==> src/design/dtb_pkg.sv <==
// Shared types, constants and helper functions of the dominator tree builder.
// Used by dtb_store, dtb_set_unit and dominator_tree_builder; depends on nothing.
package dtb_pkg;

	localparam int MAX_NODES = 16;
	localparam int NODE_W    = 4;
	localparam int ADDR_W    = $clog2(MAX_NODES);
	localparam int SET_W     = MAX_NODES;
	localparam int CNT_W     = $clog2(SET_W + 1);
	localparam int LIVE_MAX  = (MAX_NODES < 16) ? MAX_NODES : 16;

	localparam logic [1:0] MODE_ADD_ARC = 2'd0;
	localparam logic [1:0] MODE_COMPUTE = 2'd1;
	localparam logic [1:0] MODE_CLEAR   = 2'd2;

	localparam logic CFG_NODE_COUNT = 1'b0;

	typedef struct packed {
		logic [1:0]        mode;
		logic [NODE_W-1:0] src_node;
		logic [NODE_W-1:0] dst_node;
	} req_t;

	typedef struct packed {
		logic [NODE_W-1:0] node;
		logic [NODE_W-1:0] idom;
		logic              has_idom;
		logic              last;
	} rsp_t;

	// Control from the sequencer to the graph and dominator store.
	typedef struct packed {
		logic              row_set;
		logic              row_clear;
		logic [ADDR_W-1:0] row_src;
		logic [ADDR_W-1:0] row_dst;
		logic [ADDR_W-1:0] rd_addr;
		logic              dom_we;
		logic [ADDR_W-1:0] dom_waddr;
		logic [SET_W-1:0]  dom_wdata;
	} store_ctrl_t;

	// Results of the shared set unit.
	typedef struct packed {
		logic [SET_W-1:0] next_set;
		logic             changed;
		logic [CNT_W-1:0] count;
		logic             hit;
	} unit_res_t;

	function automatic logic [CNT_W-1:0] set_count(input logic [SET_W-1:0] v);
		logic [CNT_W-1:0] c;
		c = '0;
		for (int i = 0; i < SET_W; i++) begin
			c = c + CNT_W'(v[i]);
		end
		return c;
	endfunction

	function automatic logic [SET_W-1:0] live_mask(input logic [ADDR_W-1:0] last_node);
		logic [SET_W-1:0] m;
		m = '0;
		for (int i = 0; i < SET_W; i++) begin
			m[i] = (ADDR_W'(i) <= last_node);
		end
		return m;
	endfunction

endpackage

==> src/design/dtb_store.sv <==
// Successor rows and dominator sets of the dominator tree builder, one read address.
// Depends on dtb_pkg.
module dtb_store (
	input  logic                        clk,
	input  logic                        arst_n,
	input  dtb_pkg::store_ctrl_t        ctrl,
	output logic [dtb_pkg::SET_W-1:0]   row_rd,
	output logic [dtb_pkg::SET_W-1:0]   dom_rd
);
	import dtb_pkg::*;

	logic [SET_W-1:0] rows_q [MAX_NODES];
	logic [SET_W-1:0] dom_q  [MAX_NODES];

	always_ff @(posedge clk or negedge arst_n) begin
		if (!arst_n) begin
			for (int i = 0; i < MAX_NODES; i++) rows_q[i] <= '0;
		end else if (ctrl.row_clear) begin
			for (int i = 0; i < MAX_NODES; i++) rows_q[i] <= '0;
		end else if (ctrl.row_set) begin
			rows_q[ctrl.row_src][ctrl.row_dst] <= 1'b1;
		end
	end

	// Dominator sets are always rewritten by a compute before they are read.
	always_ff @(posedge clk) begin
		if (ctrl.dom_we) dom_q[ctrl.dom_waddr] <= ctrl.dom_wdata;
	end

	assign row_rd = rows_q[ctrl.rd_addr];
	assign dom_rd = dom_q[ctrl.rd_addr];

endmodule

==> src/design/dtb_set_unit.sv <==
// Shared set unit: intersection with change detect, set size and candidate match.
// Depends on dtb_pkg.
module dtb_set_unit (
	input  logic [dtb_pkg::SET_W-1:0]  rd_set,
	input  logic [dtb_pkg::SET_W-1:0]  cur_set,
	input  logic [dtb_pkg::ADDR_W-1:0] sel,
	input  logic [dtb_pkg::CNT_W-1:0]  size,
	output dtb_pkg::unit_res_t         res
);
	import dtb_pkg::*;

	logic [SET_W-1:0] sel_bit;

	always_comb begin
		sel_bit      = '0;
		sel_bit[sel] = 1'b1;
		res.next_set = rd_set & (cur_set | sel_bit);
		res.changed  = (res.next_set != rd_set);
		res.count    = set_count(rd_set);
		res.hit      = cur_set[sel] &&
			(({1'b0, res.count} + (CNT_W+1)'(1)) == {1'b0, size});
	end

endmodule

==> src/design/dominator_tree_builder.sv <==
// Top level of the dominator tree builder: configuration port, sequencer, result register.
// Depends on dtb_pkg, dtb_store and dtb_set_unit.
//
// Usage. Request words arrive on req (valid/ready). Mode 0 adds the arc src->dst, mode 2
// clears every arc. Mode 1 computes the dominator sets of nodes 0 to the highest live node
// (node_count-1, clamped to 0..LIVE_MAX-1) and then emits one response word per node 1 to
// the highest live node on rsp (valid/ready), each giving the immediate dominator and a
// found flag, with last set on the final word. Mode 3 is ignored.
// Steps of a compute: seed the sets of the live nodes, sweep them until a fixed point is
// reached, then per reported node a load step, a scan over the candidate nodes and a step
// to hand the word to the response register. Every step goes through the single read
// address of the dominator store and the shared set unit.
// req_ready is high only while the sequencer is idle, so arcs load one per cycle while no
// compute runs; a compute holds the request side until its last word has entered the
// response register. A stalled receiver holds it and the sequencer waits at its emit step.
// node_count is written via APB (register 0, reset value 16); the user must write it only
// while idle, which the block does not enforce. Reset clears all arcs, the response valid
// flag and the sequencer; dominator sets are not cleared, as every compute seeds them first.
module dominator_tree_builder (
	input  logic                clk,
	input  logic                arst_n,
	input  logic                psel,
	input  logic                penable,
	input  logic                pwrite,
	input  logic [2:0]          paddr,
	input  logic [31:0]         pwdata,
	output logic [31:0]         prdata,
	output logic                pready,
	input  logic                req_valid,
	output logic                req_ready,
	input  dtb_pkg::req_t       req,
	output logic                rsp_valid,
	input  logic                rsp_ready,
	output dtb_pkg::rsp_t       rsp
);
	import dtb_pkg::*;

	typedef enum logic [6:0] {
		ST_IDLE  = 7'b0000001,
		ST_INIT  = 7'b0000010,
		ST_LOAD  = 7'b0000100,
		ST_UPD   = 7'b0001000,
		ST_ELOAD = 7'b0010000,
		ST_SCAN  = 7'b0100000,
		ST_EMIT  = 7'b1000000
	} st_t;

	st_t               state_q;
	logic [4:0]        node_count_q;
	logic [ADDR_W-1:0] idx_q;
	logic [ADDR_W-1:0] sub_q;
	logic              moved_q;
	logic [SET_W-1:0]  cur_q;
	logic [SET_W-1:0]  row_q;
	logic [CNT_W-1:0]  size_q;
	logic              found_q;
	logic [ADDR_W-1:0] pick_q;
	logic              rsp_valid_q;
	rsp_t              rsp_q;

	logic [ADDR_W-1:0] last_node;
	logic [SET_W-1:0]  full_mask;
	store_ctrl_t       ctrl;
	logic [SET_W-1:0]  row_rd;
	logic [SET_W-1:0]  dom_rd;
	unit_res_t         ures;
	logic              req_acc;
	logic              upd_write;
	logic              emit_go;

	// Configuration: register 0 sits at byte address 0; low address bits are ignored.
	assign pready = 1'b1;
	assign prdata = (paddr[2] == CFG_NODE_COUNT) ? 32'(node_count_q) : 32'd0;

	always_ff @(posedge clk or negedge arst_n) begin
		if (!arst_n) begin
			node_count_q <= 5'd16;
		end else if (psel && penable && pwrite && pready && paddr[2] == CFG_NODE_COUNT) begin
			node_count_q <= pwdata[4:0];
		end
	end

	// Highest live node: the count is clamped to at least one and at most LIVE_MAX.
	always_comb begin
		if (node_count_q == 5'd0) begin
			last_node = '0;
		end else if (32'(node_count_q) > LIVE_MAX) begin
			last_node = ADDR_W'(LIVE_MAX - 1);
		end else begin
			last_node = ADDR_W'(node_count_q - 5'd1);
		end
	end

	assign full_mask = live_mask(last_node);
	assign req_ready = (state_q == ST_IDLE);
	assign req_acc   = req_valid && req_ready;
	assign upd_write = (state_q == ST_UPD) && row_q[sub_q] && ures.changed;
	assign emit_go   = (state_q == ST_EMIT) && (!rsp_valid_q || rsp_ready);

	// Store control: one read address, chosen by the step in progress.
	always_comb begin
		ctrl.row_set   = req_acc && req.mode == MODE_ADD_ARC &&
			{1'b0, req.src_node} < (NODE_W+1)'(MAX_NODES) &&
			{1'b0, req.dst_node} < (NODE_W+1)'(MAX_NODES);
		ctrl.row_clear = req_acc && req.mode == MODE_CLEAR;
		ctrl.row_src   = ADDR_W'(req.src_node);
		ctrl.row_dst   = ADDR_W'(req.dst_node);
		ctrl.rd_addr   = ((state_q == ST_UPD) || (state_q == ST_SCAN)) ? sub_q : idx_q;
		ctrl.dom_we    = (state_q == ST_INIT) || upd_write;
		ctrl.dom_waddr = (state_q == ST_INIT) ? idx_q : sub_q;
		if (state_q == ST_INIT) begin
			ctrl.dom_wdata = (idx_q == '0) ? SET_W'(1) : full_mask;
		end else begin
			ctrl.dom_wdata = ures.next_set;
		end
	end

	dtb_store u_store (
		.clk    (clk),
		.arst_n (arst_n),
		.ctrl   (ctrl),
		.row_rd (row_rd),
		.dom_rd (dom_rd)
	);

	dtb_set_unit u_unit (
		.rd_set  (dom_rd),
		.cur_set (cur_q),
		.sel     (sub_q),
		.size    (size_q),
		.res     (ures)
	);

	// Sequencer. The cached set of the swept node stays exact through its own
	// successor loop, since a self arc never removes anything from that set.
	always_ff @(posedge clk or negedge arst_n) begin
		if (!arst_n) begin
			state_q <= ST_IDLE;
			idx_q   <= '0;
			sub_q   <= '0;
			moved_q <= 1'b0;
			found_q <= 1'b0;
			pick_q  <= '0;
		end else begin
			unique case (state_q)
				ST_IDLE: begin
					if (req_acc && req.mode == MODE_COMPUTE) begin
						idx_q   <= '0;
						state_q <= ST_INIT;
					end
				end
				ST_INIT: begin
					if (idx_q == last_node) begin
						idx_q   <= '0;
						moved_q <= 1'b0;
						state_q <= ST_LOAD;
					end else begin
						idx_q <= idx_q + 1'b1;
					end
				end
				ST_LOAD: begin
					sub_q   <= '0;
					state_q <= ST_UPD;
				end
				ST_UPD: begin
					if (upd_write) moved_q <= 1'b1;
					if (sub_q == last_node) begin
						if (idx_q != last_node) begin
							idx_q   <= idx_q + 1'b1;
							state_q <= ST_LOAD;
						end else if (moved_q || upd_write) begin
							idx_q   <= '0;
							moved_q <= 1'b0;
							state_q <= ST_LOAD;
						end else if (last_node == '0) begin
							state_q <= ST_IDLE;
						end else begin
							idx_q   <= ADDR_W'(1);
							state_q <= ST_ELOAD;
						end
					end else begin
						sub_q <= sub_q + 1'b1;
					end
				end
				ST_ELOAD: begin
					sub_q   <= '0;
					state_q <= ST_SCAN;
				end
				ST_SCAN: begin
					if (ures.hit) begin
						found_q <= 1'b1;
						pick_q  <= sub_q;
						state_q <= ST_EMIT;
					end else if (sub_q == last_node) begin
						found_q <= 1'b0;
						pick_q  <= '0;
						state_q <= ST_EMIT;
					end else begin
						sub_q <= sub_q + 1'b1;
					end
				end
				ST_EMIT: begin
					if (emit_go) begin
						if (idx_q == last_node) begin
							state_q <= ST_IDLE;
						end else begin
							idx_q   <= idx_q + 1'b1;
							state_q <= ST_ELOAD;
						end
					end
				end
				default: begin
					state_q <= ST_IDLE;
				end
			endcase
		end
	end

	// Working copies of the node under sweep or under report.
	always_ff @(posedge clk) begin
		if (state_q == ST_LOAD) begin
			cur_q <= dom_rd;
			row_q <= row_rd & full_mask;
		end else if (state_q == ST_ELOAD) begin
			cur_q  <= dom_rd;
			size_q <= ures.count;
		end
	end

	// Response register: decouples the sequencer from a stalling receiver.
	always_ff @(posedge clk or negedge arst_n) begin
		if (!arst_n) begin
			rsp_valid_q <= 1'b0;
		end else if (emit_go) begin
			rsp_valid_q <= 1'b1;
		end else if (rsp_ready) begin
			rsp_valid_q <= 1'b0;
		end
	end

	always_ff @(posedge clk) begin
		if (emit_go) begin
			rsp_q.node     <= NODE_W'(idx_q);
			rsp_q.idom     <= NODE_W'(pick_q);
			rsp_q.has_idom <= found_q;
			rsp_q.last     <= (idx_q == last_node);
		end
	end

	assign rsp_valid = rsp_valid_q;
	assign rsp       = rsp_q;

	// The root is never reported.
	a_no_root: assert property (@(posedge clk) disable iff (!arst_n)
		rsp_valid_q |-> rsp_q.node != '0)
		else $error("root node reported");

	// A missing immediate dominator is reported as zero.
	a_idom_zero: assert property (@(posedge clk) disable iff (!arst_n)
		(rsp_valid_q && !rsp_q.has_idom) |-> rsp_q.idom == '0)
		else $error("idom not zero without a dominator");

	// A compute word always starts the seeding pass.
	a_compute_start: assert property (@(posedge clk) disable iff (!arst_n)
		(req_acc && req.mode == MODE_COMPUTE) |=> state_q == ST_INIT)
		else $error("compute did not start seeding");

	// A sweep update only ever removes members from a set.
	a_shrink_only: assert property (@(posedge clk) disable iff (!arst_n)
		upd_write |-> (ures.next_set & ~dom_rd) == '0)
		else $error("dominator set grew");

endmodule
==> config.mk <==
export PLATFORM = sky130hd
export DESIGN_NAME = dominator_tree_builder
export DESIGN_NICKNAME = d
export VERILOG_FILES = /design/src/design/dtb_pkg.sv /design/src/design/dtb_store.sv /design/src/design/dtb_set_unit.sv /design/src/design/dominator_tree_builder.sv
export SDC_FILE = /design/constraint.sdc
export NUM_CORES = 1
export LEC_CHECK = 0
export BUFFER_PORTS_ARGS = -buffer_cell sky130_fd_sc_hd__buf_2
export CORE_MARGIN = 1.5
export CORE_UTILIZATION = 34
export DETAILED_ROUTE_END_ITERATION = 10
export GPL_TIMING_DRIVEN = 0
export PLACE_DENSITY = 0.46
export SLEW_MARGIN = 0
export SYNTH_ARGS = -nofsm -noshare
export SYNTH_HDL_FRONTEND = slang
export SYNTH_HIERARCHICAL = 1
export SYNTH_SLANG_ARGS = --single-unit
==> constraint.sdc <==
create_clock -name clk -period 9.2 [get_ports clk]
set_clock_uncertainty 0.2 [all_clocks]
set_input_delay 1.38 -clock clk [delete_from_list [all_inputs] [get_ports clk]]
set_output_delay 1.38 -clock clk [all_outputs]
set_load 0.005 [all_outputs]
==> results.md, run 1 <==
- Final WL: 80000 um
- Avg Cell Area, Syn: 13.5 um2
- CP max stage delay: 0.56 ns
- Layout-stage area growth over the synthesis result: 16.0%
- Share of flip-flops with an asynchronous set or reset after synthesis: 48.3%
- Post-synthesis instance total: 1946
- Worst hold path class: reg -> reg
- Post-synthesis cell area: 26300 um2
- Number of buffers created by CTS: 66
- Worst slack at placement: -0.435 ns
- Sw power: 1990 uW
- Total I/O pin count: 97
- Required time worst endpoint: 9.52 ns
- Clock-pin slew reported for the worst setup and hold paths after clock tree synthesis: 0.06 ns
- Total global routing overflow: 0
- Count of buffers from port buffering: 39
- Endpoints failing hold: 0
- Root Buffer: sky130_fd_sc_hd__clkbuf_16
- Most common cell in the synthesized netlist: sky130_fd_sc_hd__edfxtp_1
- Initial antenna violation count: 0
- Final clock period utilization by the worst path: 95.1%
- Slowest-stage cell, CP: sky130_fd_sc_hd__or4_4
- Yosys synthesis warning count: 6
- Via Count: 17.8k
- Clock period minus worst slack: 8.75 ns
- Starting utilization of the core area: 34.5%
- Most frequent cell on the critical path: sky130_fd_sc_hd__fa_1
- Total power: 6900 uW
- Number of DRC markers in iteration 0: 1595
- Core region area: 76300 um2
- Post-route ant nets: 0
- Sum of net half-perimeters after detailed placement: 55400 um
- Element type at the critical path start: flip-flop
- Transition at the pin with the smallest max-transition slack: 1.39 ns
- Die boundary height: 281 um
- Worst supply voltage drop on vdd: 0.000228 V
- Count of unresolved DRC violations after routing: 0
- Share of cells above drive strength 1: 21.4%
- Weighted congestion at the end of routability-driven global placement: 0.878
- TritonCTS clock tree: done
- Average wire per standard cell: 25.1 um
- Crit path capture type: flip-flop
- Critical path data arrival time: 9.06 ns
- Switching power share of the total: 28.9%
- Power per standard cell area: 226 nW/um2
- Number of global-route vias before repair: 18.1k
- Std cell rows: 101
- Fraction of power consumed by the clock network: 36.5%
- H-tree levels: 3
- Slew Limit Headroom: 6.63%
- Post-placement cell area: 28300 um2
- Most common library cells after synthesis: sky130_fd_sc_hd__edfxtp_1 (303), sky130_fd_sc_hd__nor2_1 (298), sky130_fd_sc_hd__dfrtp_1 (281)
- Clock tree sinks: 586
- Ys flop type: sky130_fd_sc_hd__edfxtp_1
- Longest Clk Path Bufs: 3
- Total Die Area: 79100 um2
- Max Cap Viol: 0
- Filler instances: 7214
- Die W: 281 um
- Max Fclk: 114 MHz
- Pin count of the biggest net entering global routing: 109
- Register area share after synthesis: 61.5%
- Nets: 2180
- Synth top area share: 34.6%
- Number of diodes added for antenna fixing: 0
- Cell type group with the largest total delay on the critical path: adder cells
- Setup-failing EPs final: 0
- Logic gate share of total power: 21.5%
- Routed via count divided by cell count: 5.60
- Library cells used by synthesis: 83
- Wire length of the first global-routing pass: 120000 um
- First-pass iteration count of the detailed router: 6
- Lkg Pwr: 0.0120 uW
- Clk_lat worst skew: 0.60 ns
- Bufs and invs on worst path: 5
- Internal: 4910 uW
- Crit path setup slack, layout: 0.453 ns
- Run status: complete, no violations
- Seq pwr share: 41.9%
- Category of the critical setup timing path: reg -> reg
- Top post-synthesis cells by area: sky130_fd_sc_hd__edfxtp_1 (35%), sky130_fd_sc_hd__dfrtp_1 (27%), sky130_fd_sc_hd__mux4_2 (11%)
- Biggest area consumer among synthesized cells: sky130_fd_sc_hd__edfxtp_1
- Number of synthesized flops with an enable pin: 303
- Cell area after layout: 30500 um2
- GRT Util Overall: 20.5%
- Number of slew-limit violations in the final report: 0
- Number of storage elements in the synthesis netlist: 586
- Worst-path maximum fanout: 10
[routing by layer]
metal  up-vias  part of all wire [%]  wire length (um)  global-route usage [%]
met3       121                   5.8              4600                    3.70
met5         -                     0                 0                       0
met1      9416                    45             36100                    29.1
met4         0                   2.9              2300                    6.59
met2       565                    46             36900                    32.0
li1       7724                     -                 -                       -
[path summary, 6_finish.rpt]
kind,start,end,slack [ns],cells after the start
worst min-delay path,found_q,rsp[1],0.25,0
worst max register to register,state_q[2],state_q[0],0.45,29
min in group asynchronous,arst_n,u_store/rows_q[107],0.55,1
worst max-delay path,state_q[2],state_q[0],0.45,29
max in group asynchronous,arst_n,u_store/rows_q[211],7.24,2
worst min register to register,found_q,rsp[1],0.25,0
[cells by family (layout without fill, tap and decap cells)]
group,count (synthesis),in the layout,synth area share (%)
flip-flops,586,586,61.5
AND/OR/NAND/NOR,518,518,9.47
AO/OA/AOI/OAI,423,423,10.9
buffers and inverters,232,414,4.24
multiplexers,148,148,12.1
adder cells (fa/ha/maj),23,23,1.35
XOR/XNOR,14,14,0.466
other,2,28,0.0285
[final cells by class]
type	instances	area, um2	share of cell area, %
Multi-Input combinational cell	1154	9230	30.2
Sequential cell	586	16200	53.0
Timing Repair Buffer	69	656	2.15
Inverter	29	109	0.356
Tap cell	1030	1290	4.22
Clock inverter	19	161	0.528
Clock buffer	95	1870	6.13
Buffer	202	1050	3.43
[power by group through the flow]
stage	combinational (uW)	clock, uW	sequential [uW]
floorplan	1060	0	2940
global placement	1460	0	2950
detailed placement	1470	0	2950
CTS	1490	2590	2900
global route	1670	2700	2900
finish	1490	2520	2900
[stage by stage]
| step | util [%] | hold slack [ns] | setup TNS, ns | std cells |
|---|---|---|---|---|
| 2_1_floorplan | - | 0.225 | 0 | 1972 |
| 3_5_place_dp | 37.1 | 0.239 | -3.46 | 3064 |
| 6_report | 40.0 | 0.248 | 0 | 3184 |
| 5_1_grt | 40.0 | 0.262 | -0.00652 | 3184 |
| 4_1_cts | 39.8 | 0.253 | 0 | 3178 |
| 3_3_place_gp | 36.6 | 0.234 | -3.12 | 3041 |
[sequential cells by signal, indices dropped and copies added (netlist names), 4 cells and up]
| name | count |
|---|---|
| pick_q | 4 |
| size_q | 5 |
| u_store/dom_q | 256 |
| u_store/rows_q | 256 |
| cur_q | 16 |
| row_q | 16 |
| sub_q | 4 |
| rsp | 10 |
| idx_q | 4 |
| state_q | 7 |
| node_count_q | 5 |
[repair_timing]
action	CTS	global route
setup buffers	0	6
resized for setup	12	36
hold buffers	0	0
cloned	0	1
endpoints found under the setup margin	13	13
[cell usage in the layout, fill, tap and decap left out, types with 27 or more instances in the layout]
cell type	Yosys	routed
sky130_fd_sc_hd__a22oi_1	64	59
sky130_fd_sc_hd__a31oi_1	236	236
sky130_fd_sc_hd__a41oi_1	33	33
sky130_fd_sc_hd__buf_2	35	69
sky130_fd_sc_hd__buf_4	47	55
sky130_fd_sc_hd__clkbuf_1	97	108
sky130_fd_sc_hd__clkbuf_16	0	67
sky130_fd_sc_hd__conb_1	2	28
sky130_fd_sc_hd__dfrtp_1	281	281
sky130_fd_sc_hd__edfxtp_1	303	303
sky130_fd_sc_hd__inv_1	27	27
sky130_fd_sc_hd__mux4_2	131	131
sky130_fd_sc_hd__nand2_1	82	74
sky130_fd_sc_hd__nor2_1	298	286
sky130_fd_sc_hd__nor2b_1	32	32
Note: power is estimated with default switching activity, not from simulation.
==> run 2: changes to the inputs <==
Settings changed: CORE_MARGIN 1.5 to 10, CORE_UTILIZATION 34 to 61, PLACE_DENSITY 0.46 to 0.76.
==> results.md, run 2 (same netlist as run 1, synthesis figures left out) <==
- Leading cell type in the layout, fill and taps excluded: sky130_fd_sc_hd__edfxtp_1
- First-pass iteration count of the detailed router: 8
- Slowest-stage cell, CP: sky130_fd_sc_hd__fa_1
- Worst hold margin: 0.256 ns
- Critical path data arrival time: 9.35 ns
- Via Count: 18.8k
- Total global routing overflow: 0
- Layout-stage area growth over the synthesis result: 12.8%
- Biggest regs: u_store/dom_q: 256 flops, u_store/rows_q: 256 flops
- Worst hold path class: reg -> reg
- Final WL: 74700 um
- Worst-path maximum fanout: 10
- Worst supply voltage drop on vdd: 0.000348 V
- Number of diodes added for antenna fixing: 0
- Worst-case register-to-register setup slack: 0.21 ns
- Count of buffers from port buffering: 39
- Power per standard cell area: 229 nW/um2
- Die boundary height: 228 um
- Logic gate share of total power: 22.0%
- Wire length of the first global-routing pass: 114000 um
- Seq pwr share: 42.6%
- Std cell rows: 76
- Number of global-route vias before repair: 18.5k
- Routed via count divided by cell count: 6.91
- Setup repair after global routing missed its margin: false
- Core region area: 42900 um2
- Weighted congestion at the end of routability-driven global placement: 0.949
- Highest-count cells in the layout ignoring fill and taps: sky130_fd_sc_hd__edfxtp_1 (303), sky130_fd_sc_hd__nor2_1 (286), sky130_fd_sc_hd__dfrtp_1 (281), sky130_fd_sc_hd__a31oi_1 (236), sky130_fd_sc_hd__mux4_2 (131)
- Starting utilization of the core area: 61.4%
- Number of buffers created by CTS: 56
- Clk_lat worst skew: 0.63 ns
- Transition at the pin with the smallest max-transition slack: 1.19 ns
- Post-Place Cells: 2615
- Internal: 4860 uW
- Die W: 228 um
- Post-route non-filler standard cell count: 2723
- Average wire per standard cell: 27.4 um
- Accumulated negative setup slack: 0 ns
- Clock-pin slew reported for the worst setup and hold paths after clock tree synthesis: 0.07 ns
- Slew Limit Headroom: 20.2%
- H-tree levels: 2
- Clock period minus worst slack: 8.99 ns
- Final standard cell utilization of the core: 69.2%
- Total I/O pin count: 97
- Sum of net half-perimeters after detailed placement: 49000 um
- TritonCTS clock tree: done
- Number of slew-limit violations in the final report: 0
- CP max stage delay: 0.57 ns
- Root Buffer: sky130_fd_sc_hd__clkbuf_16
- Post-route ant nets: 0
- Share of cells above drive strength 1: 20.8%
- Initial antenna violation count: 1
- Run status: complete, no violations
- Number of DRC markers in iteration 0: 2811
- Endpoints failing hold: 0
- Count of unresolved DRC violations after routing: 0
- Switching power share of the total: 28.6%
- Category of the critical setup timing path: reg -> reg
- Cell area after layout: 29700 um2
- Required time worst endpoint: 9.56 ns
- Longest Clk Path Bufs: 3
- Crit path capture type: flip-flop
- Nets: 2163
- Sw power: 1940 uW
- Pin count of the biggest net entering global routing: 109
- Filler instances: 2887
- Element type at the critical path start: flip-flop
- Total Die Area: 51900 um2
- GRT Util Overall: 28.2%
- Lkg Pwr: 0.0119 uW
- Clock tree sinks: 586
- Post-placement cell area: 27700 um2
- Max Fclk: 111 MHz
- Final clock period utilization by the worst path: 97.7%
- Setup-failing EPs final: 0
- Max Cap Viol: 0
- Fraction of power consumed by the clock network: 35.4%
- Most frequent cell on the critical path: sky130_fd_sc_hd__fa_1
==> run 2: changes by cell type in the layout (fill, tap and decap cells not counted), moves of 5 or more <==
| cell | previous run | this run |
|---|---|---|
| sky130_fd_sc_hd__clkinv_2 | 2 | 14 |
| sky130_fd_sc_hd__clkbuf_16 | 67 | 57 |
| sky130_fd_sc_hd__clkbuf_8 | 9 | 0 |
| sky130_fd_sc_hd__bufinv_16 | 1 | 9 |
| sky130_fd_sc_hd__clkbuf_1 | 108 | 101 |
| sky130_fd_sc_hd__inv_6 | 6 | 1 |
==> run 2: cell type report <==
| type | instances | area [um2] | share of cell area (%) |
|---|---|---|---|
| Sequential cell | 586 | 16200 | 54.5 |
| Multi-Input combinational cell | 1154 | 9220 | 31.1 |
| Clock buffer | 69 | 1470 | 4.96 |
| Buffer | 203 | 1060 | 3.56 |
| Tap cell | 585 | 732 | 2.47 |
| Timing Repair Buffer | 61 | 483 | 1.63 |
| Clock inverter | 36 | 428 | 1.44 |
| Inverter | 29 | 109 | 0.367 |
==> run 2: worst paths after layout <==
path / startpoint / end / cells past startpoint
max: state_q[2] / state_q[0] / 29
min: pick_q[3] / rsp[5] / 0
max reg2reg: state_q[2] / state_q[0] / 29
min reg2reg: pick_q[3] / rsp[5] / 0
max in group asynchronous: arst_n / state_q[5] / 2
min in group asynchronous: arst_n / u_store/rows_q[166] / 1
==> run 2: worst max-delay path, delay by kind of cell, from the launching register on <==
kind	cells	cell delay (ns)
adder cells (fa/ha/maj)	7	3.10
AND/OR/NAND/NOR	9	2.33
AO/OA/AOI/OAI	5	1.10
buffers and inverters	5	1.08
flip-flops	1	0.42
multiplexers	1	0.36
XOR/XNOR	2	0.33
==> run 2: per-stage QoR <==
stage          setup slack [ns]  power [uW]
5_1_grt                0.000331        7050
2_1_floorplan              1.45        3990
3_3_place_gp            0.00901        4330
4_1_cts                  0.0643        6780
6_report                  0.211        6800
3_5_place_dp            -0.0521        4370
==> run 2: metal layers <==
metal	routed length (um)	global-route usage (%)	part of all wire, %
met5	11	0	0.015
met4	3200	11.4	4.3
met3	9280	7.47	12
met2	34700	43.1	46
met1	27500	38.3	37
==> run 2: power groups by stage <==
stage	Sequential [uW]	Clock, uW	Combinational, uW
floorplan	2940	0	1060
global placement	2940	0	1380
detailed placement	2950	0	1430
CTS	2890	2430	1460
global route	2900	2530	1620
finish	2900	2410	1490
==> run 2: timing repair <==
action                                  4_1_cts  5_1_grt
cloned                                        0        1
endpoints found under the setup margin       13       13
buffers inserted                              0        2
hold buffers                                  0        0
resized for setup                             7       39
==> run 3: changes to the inputs <==
Settings changed: RECOVER_POWER set to 100.
==> results.md, run 3 (same netlist as run 1, synthesis figures left out) <==
- Run status: complete, but fails checks
- Violations in the final reports: capacitance limit, slew limit
- Std cell rows: 76
- Biggest regs: u_store/dom_q: 256 flops, u_store/rows_q: 256 flops
- Required time worst endpoint: 9.56 ns
- Die W: 228 um
- Clock-pin slew reported for the worst setup and hold paths after clock tree synthesis: 0.07 ns
- Cell depth of the worst hold path: 0
- Category of the critical setup timing path: reg -> reg
- Share of cells above drive strength 1: 17.6%
- Power per standard cell area: 231 nW/um2
- Core region area: 42900 um2
- Via Count: 18.7k
- Total power: 6780 uW
- Final WL: 74700 um
- Max Cap Viol: 9
- Leading cell type in the layout, fill and taps excluded: sky130_fd_sc_hd__edfxtp_1
- Count of cells along the worst register-to-register path: 29
- Transition at the pin with the smallest max-transition slack: 4.58 ns
- Starting utilization of the core area: 61.4%
- Layout-stage area growth over the synthesis result: 11.6%
- Worst supply voltage drop on vdd: 0.000348 V
- Pin count of the biggest net entering global routing: 109
- Cell type group with the largest total delay on the critical path: adder cells
- Post-Place Cells: 2615
- CP max stage delay: 0.56 ns
- Weighted congestion at the end of routability-driven global placement: 0.949
- Number of buffers created by CTS: 56
- Highest-count cells in the layout ignoring fill and taps: sky130_fd_sc_hd__edfxtp_1 (303), sky130_fd_sc_hd__nor2_1 (298), sky130_fd_sc_hd__dfrtp_1 (281), sky130_fd_sc_hd__a31oi_1 (236), sky130_fd_sc_hd__clkbuf_1 (154)
- Cell area after layout: 29400 um2
- Longest Clk Path Bufs: 3
- Worst hold margin: 0.250 ns
- Post-placement cell area: 27700 um2
- Element type at the critical path start: flip-flop
- Clock tree sinks: 586
- Setup-failing EPs final: 0
- Worst hold path class: reg -> reg
- Worst-path maximum fanout: 10
- Endpoints failing hold: 0
- Bufs and invs on worst path: 5
- Post-route ant nets: 0
- Number of slew-limit violations in the final report: 366
- Final standard cell utilization of the core: 68.5%
- Initial antenna violation count: 1
- Lkg Pwr: 0.0117 uW
- Clk_lat worst skew: 0.63 ns
- Critical path data arrival time: 9.28 ns
- Slowest-stage cell, CP: sky130_fd_sc_hd__fa_1
- Worst-case register-to-register setup slack: 0.28 ns
- First-pass iteration count of the detailed router: 5
- Number of global-route vias before repair: 18.5k
- Final clock period utilization by the worst path: 97.0%
- Nets: 2163
- Die boundary height: 228 um
- Slew Limit Headroom: -206%
- Total Die Area: 51900 um2
- Filler instances: 2951
- Routed via count divided by cell count: 6.88
- Cell count along the critical path: 29
- Root Buffer: sky130_fd_sc_hd__clkbuf_16
- Post-route non-filler standard cell count: 2723
- Average wire per standard cell: 27.4 um
- Count of unresolved DRC violations after routing: 0
- Number of buffers inserted by hold repair at cts: 0
- Total global routing overflow: 0
- Number of diodes added for antenna fixing: 0
- TritonCTS clock tree: done
- Max Fclk: 112 MHz
- Total I/O pin count: 97
- Crit path capture type: flip-flop
- Most frequent cell on the critical path: sky130_fd_sc_hd__fa_1
- Setup repair after global routing missed its margin: false
- Sum of net half-perimeters after detailed placement: 49000 um
- Clock period minus worst slack: 8.92 ns
- GRT Util Overall: 28.2%
- Count of buffers from port buffering: 39
- Number of DRC markers in iteration 0: 2825
- H-tree levels: 2
- Wire length of the first global-routing pass: 114000 um
-- run 3: changes by cell type in the layout (fill, tap and decap cells not counted), moves of 5 or more --
cell,before,now
sky130_fd_sc_hd__clkbuf_1,101,154
sky130_fd_sc_hd__nor2_1,286,298
sky130_fd_sc_hd__o21ai_1,7,2
sky130_fd_sc_hd__buf_2,72,45
sky130_fd_sc_hd__buf_4,51,46
sky130_fd_sc_hd__buf_6,12,4
sky130_fd_sc_hd__nor2_2,13,1
sky130_fd_sc_hd__buf_1,11,5
sky130_fd_sc_hd__o21ai_0,19,24
sky130_fd_sc_hd__buf_8,8,1
-- run 3: layout make-up --
type	instances	area [um2]	area share [%]
flip-flops and latches	586	16200	55.1
clock inverters	36	428	1.46
well taps	585	732	2.49
inverters	29	109	0.371
plain buffers	203	1040	3.54
repair buffers	61	264	0.899
clock buffers	69	1470	5.01
multi-input cells	1154	9150	31.1
-- run 3: metrics by stage --
| step | TNS, ns | setup WS, ns |
|---|---|---|
| after CTS | 0 | 0.0643 |
| after global placement | 0 | 0.00901 |
| final | 0 | 0.280 |
| after detailed placement | -0.117 | -0.0521 |
| after global routing | 0 | 0.00492 |
| after floorplan | 0 | 1.45 |
-- run 3: power by group --
part           switching (uW)  internal (uW)  leakage [uW]
sequential               28.3           2870       0.00667
combinational             890            586       0.00407
clock                    1020           1390      0.000938
total                    1930           4850        0.0117
-- run 3: repair_timing --
item / in CTS / in global routing
gates cloned: 0 / 1
setup buffers: 0 / 2
endpoints found under the setup margin: 13 / 13
resized for setup: 7 / 39
-- run 3: routing by layer --
layer / routed length [um] / track usage [%] / vias to the layer above
li1: - / - / 7666
met1: 27300 / 38.3 / 9458
met3: 9530 / 7.47 / 239
met4: 3080 / 11.4 / 2
met5: 11 / 0 / -
met2: 34800 / 43.1 / 1378
-- run 3: worst register-to-register path, delay by kind of cell, from the launching register on --
family	cells	cell delay (ns)
adder cells (fa/ha/maj)	7	3.09
AND/OR/NAND/NOR	9	2.30
AO/OA/AOI/OAI	5	1.09
buffers and inverters	5	1.08
flip-flops	1	0.42
multiplexers	1	0.37
XOR/XNOR	2	0.33
-- run 3: final timing paths --
path | endpoint | start
min | rsp[5] | pick_q[3]
max in group asynchronous | node_count_q[3] | arst_n
min reg2reg | rsp[5] | pick_q[3]
min in group asynchronous | u_store/rows_q[166] | arst_n
max reg2reg | state_q[0] | state_q[2]
max | state_q[0] | state_q[2]
